$ cat src/mwtk_pkg.sv
// ============================================================================
// mwtk_pkg
// Shared types and constants of the motif-window top-k scorer.
// ============================================================================
package mwtk_pkg;

    localparam int unsigned LOC_W   = 16;
    localparam int unsigned VAL_W   = 16;
    localparam int unsigned MOT_W   = 4;
    localparam int unsigned SCORE_W = 20;
    localparam int unsigned BITS_W  = 16;
    localparam int unsigned SLOT_W  = 3;
    localparam int unsigned CIDX_W  = 3;
    localparam int unsigned CDAT_W  = 16;
    localparam int unsigned WT_W    = 15;
    localparam int unsigned POS_W   = 18;

    localparam logic [CIDX_W-1:0] CFG_WINDOW_STEP = 3'd0;
    localparam logic [CIDX_W-1:0] CFG_WINDOW_SIZE = 3'd1;
    localparam logic [CIDX_W-1:0] CFG_SEQ_LENGTH  = 3'd2;
    localparam logic [CIDX_W-1:0] CFG_NUM_BEST    = 3'd3;
    localparam logic [CIDX_W-1:0] CFG_NUM_MOTIFS  = 3'd4;

    localparam logic CMD_LOAD = 1'b0;
    localparam logic CMD_END  = 1'b1;

    typedef struct packed {
        logic                    cmd;
        logic [MOT_W-1:0]        motif_index;
        logic [LOC_W-1:0]        location;
        logic signed [VAL_W-1:0] hit_score;
    } t_in_beat;

    typedef struct packed {
        logic [SLOT_W-1:0]  slot;
        logic [LOC_W-1:0]   window_begin;
        logic [SCORE_W-1:0] window_score;
        logic [BITS_W-1:0]  motif_bits;
        logic               overflow;
        logic               last;
    } t_out_beat;

    typedef struct packed {
        logic [MOT_W-1:0]        motif;
        logic [LOC_W-1:0]        location;
        logic signed [VAL_W-1:0] value;
    } t_hit;

    typedef struct packed {
        logic            hit;
        logic [WT_W-1:0] weight;
    } t_hit_eval;

    typedef enum logic [2:0] {
        ST_IDLE,
        ST_OPEN,
        ST_HITS,
        ST_SUM,
        ST_PLACE,
        ST_SCAN,
        ST_NEXT,
        ST_EMIT
    } t_state;

endpackage

$ cat src/mwtk_hit_unit.sv
// ============================================================================
// mwtk_hit_unit
// Overlap and weight of one stored hit against the current window.
// ============================================================================
module mwtk_hit_unit #(
    parameter int unsigned MOTIF_LEN = 8
) (
    input  mwtk_pkg::t_hit                     i_hit,
    input  logic signed [mwtk_pkg::POS_W-1:0]  i_wb,
    input  logic signed [mwtk_pkg::POS_W-1:0]  i_we,
    output mwtk_pkg::t_hit_eval                o_eval
);
    import mwtk_pkg::*;

    localparam int unsigned BW = $clog2(MOTIF_LEN + 1);
    localparam int unsigned PW = BW + WT_W;

    logic signed [POS_W-1:0] loc, ie, d, e;
    logic [BW-1:0]           bases;
    logic [PW-1:0]           prod;

    always_comb begin
        loc   = signed'({2'b00, i_hit.location});
        ie    = loc + POS_W'(MOTIF_LEN - 1);
        d     = i_wb - loc;
        e     = ie - i_we;
        if (loc < i_wb) begin
            bases = (d >= POS_W'(MOTIF_LEN)) ? '0 : BW'(POS_W'(MOTIF_LEN) - d);
        end else if (ie > i_we) begin
            bases = (e >= POS_W'(MOTIF_LEN)) ? '0 : BW'(POS_W'(MOTIF_LEN) - e);
        end else begin
            bases = BW'(MOTIF_LEN);
        end
        prod          = PW'(bases) * PW'(i_hit.value[WT_W-1:0]);
        o_eval.hit    = (bases != '0) && !i_hit.value[VAL_W-1] && (i_hit.value != '0);
        o_eval.weight = WT_W'(prod / MOTIF_LEN);
    end
endmodule

$ cat config.mk
export PLATFORM = sky130hd
export DESIGN_NAME = mwtk_hit_unit
export DESIGN_NICKNAME = d
export VERILOG_FILES = /design/src/mwtk_pkg.sv /design/src/mwtk_hit_unit.sv
export SDC_FILE = /design/constraint.sdc
export NUM_CORES = 1
export LEC_CHECK = 0
export ABC_AREA = 1
export BUFFER_PORTS_ARGS = -buffer_cell sky130_fd_sc_hd__buf_2
export CAP_MARGIN = 20
export CORE_MARGIN = 5
export CORE_UTILIZATION = 45
export DETAILED_ROUTE_END_ITERATION = 7
export PLACE_DENSITY = 0.73
export SETUP_SLACK_MARGIN = 0.4
export SLEW_MARGIN = 20
export SYNTH_ARGS = -nofsm -noshare
export SYNTH_HDL_FRONTEND = slang
export SYNTH_SLANG_ARGS = --single-unit
$ cat constraint.sdc
create_clock -name vclk -period 7.9
set_input_delay 0 -clock vclk [all_inputs]
set_output_delay 0 -clock vclk [all_outputs]
set_load 0.02 [all_outputs]
==> flow_summary_export.csv <==
group,metric,value,unit
layout,nFlopsAndLatches,0,
layout,final_cell_mix,"237 x nand2_1, 166 x inv_1, 90 x nor2_1",
global_routing,grt_pass1_vias,4809,
timing,tns,0,ns
detailed_routing,routed-wl-met3,516,um
pwr,leakagePower,3.29,nW
timing,tightest_slew,0.410,ns
timing,slew_viol_final,0,
floorplan,std_cell_rows,37,
timing,setup_slack,1.14,ns
layout,nets,1059,
global_routing,grt_start_max_net_pins,14,
layout,seqCellArea,0,sq um
worst_setup_path,cp_slowest_cell,"fa_1",
placed_design,gp_congestion,0.886,
detailed_routing,via_count,5091,
min_path,hp-class,"in2out",
min_path,hold_depth,3,
floorplan,die_h,111,um
placed_design,io_buffers,84,
worst_setup_path,arrival,6.76,ns
worst_setup_path,slowest_delay,0.55,ns
detailed_routing,route.detailed.drc,0,
pwr,peakVddDrop,30.2,uV
worst_setup_path,path_max_fanout,13,
timing,final_hold_viol_count,0,
timing,rsz0062_at_grt,"no",
floorplan,core-area,10100,sq um
layout,final_common_cell,"nand2_1",
synthesis,synth_area_per_cell,5.63,sq um
timing,setup_viol,0,
outcome,run_status,"finished, final reports clean",
pwr,pwr-share-comb,100.0,%
layout,diodes,0,
timing,relSlewSlack,72.6,%
layout,drive_gt1_share,14.7,%
placed_design,dp.cells,1036,
detailed_routing,wl_met2,5570,um
worst_setup_path,crit_required,7.90,ns
timing,fin_hold_ws,0.259,ns
detailed_routing,final_antenna_net_count,0,
floorplan,pin_count,88,
synthesis,ys_seq_area_share,0,%
layout,finish.instance_area,5250,sq um
detailed_routing,drt-met1-wl,5740,um
worst_setup_path,worstSetupPathType,"in2out",
detailed_routing,highest_layer,"met4",
layout,final_util,51.7,%
detailed_routing,routed_wl,11900,um
floorplan,die_x,111,um
layout,syn2layout_area_growth,13.9,%
synthesis,yosysWarnings,0,
worst_setup_path,startpoint_type,"input port",
global_routing,antenna_found_initial,0,
global_routing,grt_pass1_wl,20800,um
flow_run,maxCapViolCount,0,
synthesis,synth_cells,818,
detailed_routing,avgRoutedWirePerCell,11.5,um
worst_setup_path,end_kind,"output pin",
detailed_routing,first_pass_iters,4,
detailed_routing,vias_per_cell,4.90,
placed_design,dpl.hpwl,10700,um
floorplan,die-area,12400,sq um
worst_setup_path,cp_common_cell,"nand2_1",
global_routing,overflow,0,
pwr,clkPwrFrac,0,%
pwr,p_int,117,uW
placed_design,preCtsSetupSlack,0.934,ns
floorplan,initial_core_util,45.4,%
pwr,p_sw_share,63.3,%
timing,fmax,148,MHz
pwr,p_seq_share,0,%
layout,layout.cells.non_filler,1038,
global_routing,grt_use_total,19.1,%
pwr,power,319,uW
synthesis,synth_fp_nets,973,
placed_design,place_area,5190,sq um
pwr,powerDensity,60.9,nW/um^2
detailed_routing,drt_iter0_markers,263,
timing,fin_crit_sh,85.6,%
synthesis,yosysUniqueCellTypes,31,
layout,nClkBuffers,0,
synthesis,syn_area,4610,sq um
timing,min_period,6.76,ns
pwr,switching_power,202,uW
cells in the mapped netlist, drive strengths merged (2+ instances only):
master  number  area, sq um
nand2      252          981
inv        171          642
nor2        96          375
nand3       62          330
ha          55          688
a21oi       48          267
xor2        29          254
fa          28          561
nand4       12         75.1
nor3        12         75.1
o21ai       12         60.1
nand3b      10         75.1
xnor2        8         70.1
nor4         7         43.8
o21bai       4         30.0
and3         2         12.5
clkbuf       2         7.51
kinds of logic (layout without fill, tap and decap cells):
family / count (synthesis) / in the layout / synth area share [%]
buffers and inverters: 174 / 258 / 14.2
adder cells (fa/ha/maj): 83 / 83 / 27.1
AND/OR/NAND/NOR: 456 / 456 / 43.2
AO/OA/AOI/OAI: 68 / 68 / 8.45
XOR/XNOR: 37 / 37 / 7.03
path summary, 6_finish.rpt:
kind	from	endpoint	slack [ns]
max	i_hit[17]	o_eval[13]	1.14
min	i_hit[15]	o_eval[15]	0.26
repair_timing:
action                     in CTS  in global routing
hold buffers                    0                  0
setup buffers                   0                  2
setup endpoints to repair       0                  2
gates resized for setup         0                  8
layout make-up:
class                           instances  area, sq um
Inverter                              171          646
Fill cell                            1103         4890
Tap cell                              136          170
Multi-Input combinational cell        644         3990
Timing Repair Buffer                   87          443
routing by layer:
layer	track usage (%)	up-vias
met3	0.491	6
met5	0	-
met4	1.30	0
li1	-	2729
met1	27.2	2244
met2	33.5	112
critical path, delay by kind of cell:
| kind | cells | cell delay [ns] |
|---|---|---|
| buffers and inverters | 7 | 0.76 |
| xor gates and xnor gates | 2 | 0.31 |
| AOI/OAI and AO/OA | 7 | 0.97 |
| and+or+nand+nor | 23 | 2.81 |
| adders and majority gates | 4 | 1.87 |
power by group through the flow:
stage | combinational [mW] | clock, mW | sequential [mW]
after floorplan | 0.238 | 0 | 0
after global placement | 0.314 | 0 | 0
after detailed placement | 0.316 | 0 | 0
after CTS | 0.317 | 0 | 0
after global routing | 0.369 | 0 | 0
final | 0.319 | 0 | 0
No activity file was read; power rests on OpenSTA's default activity.
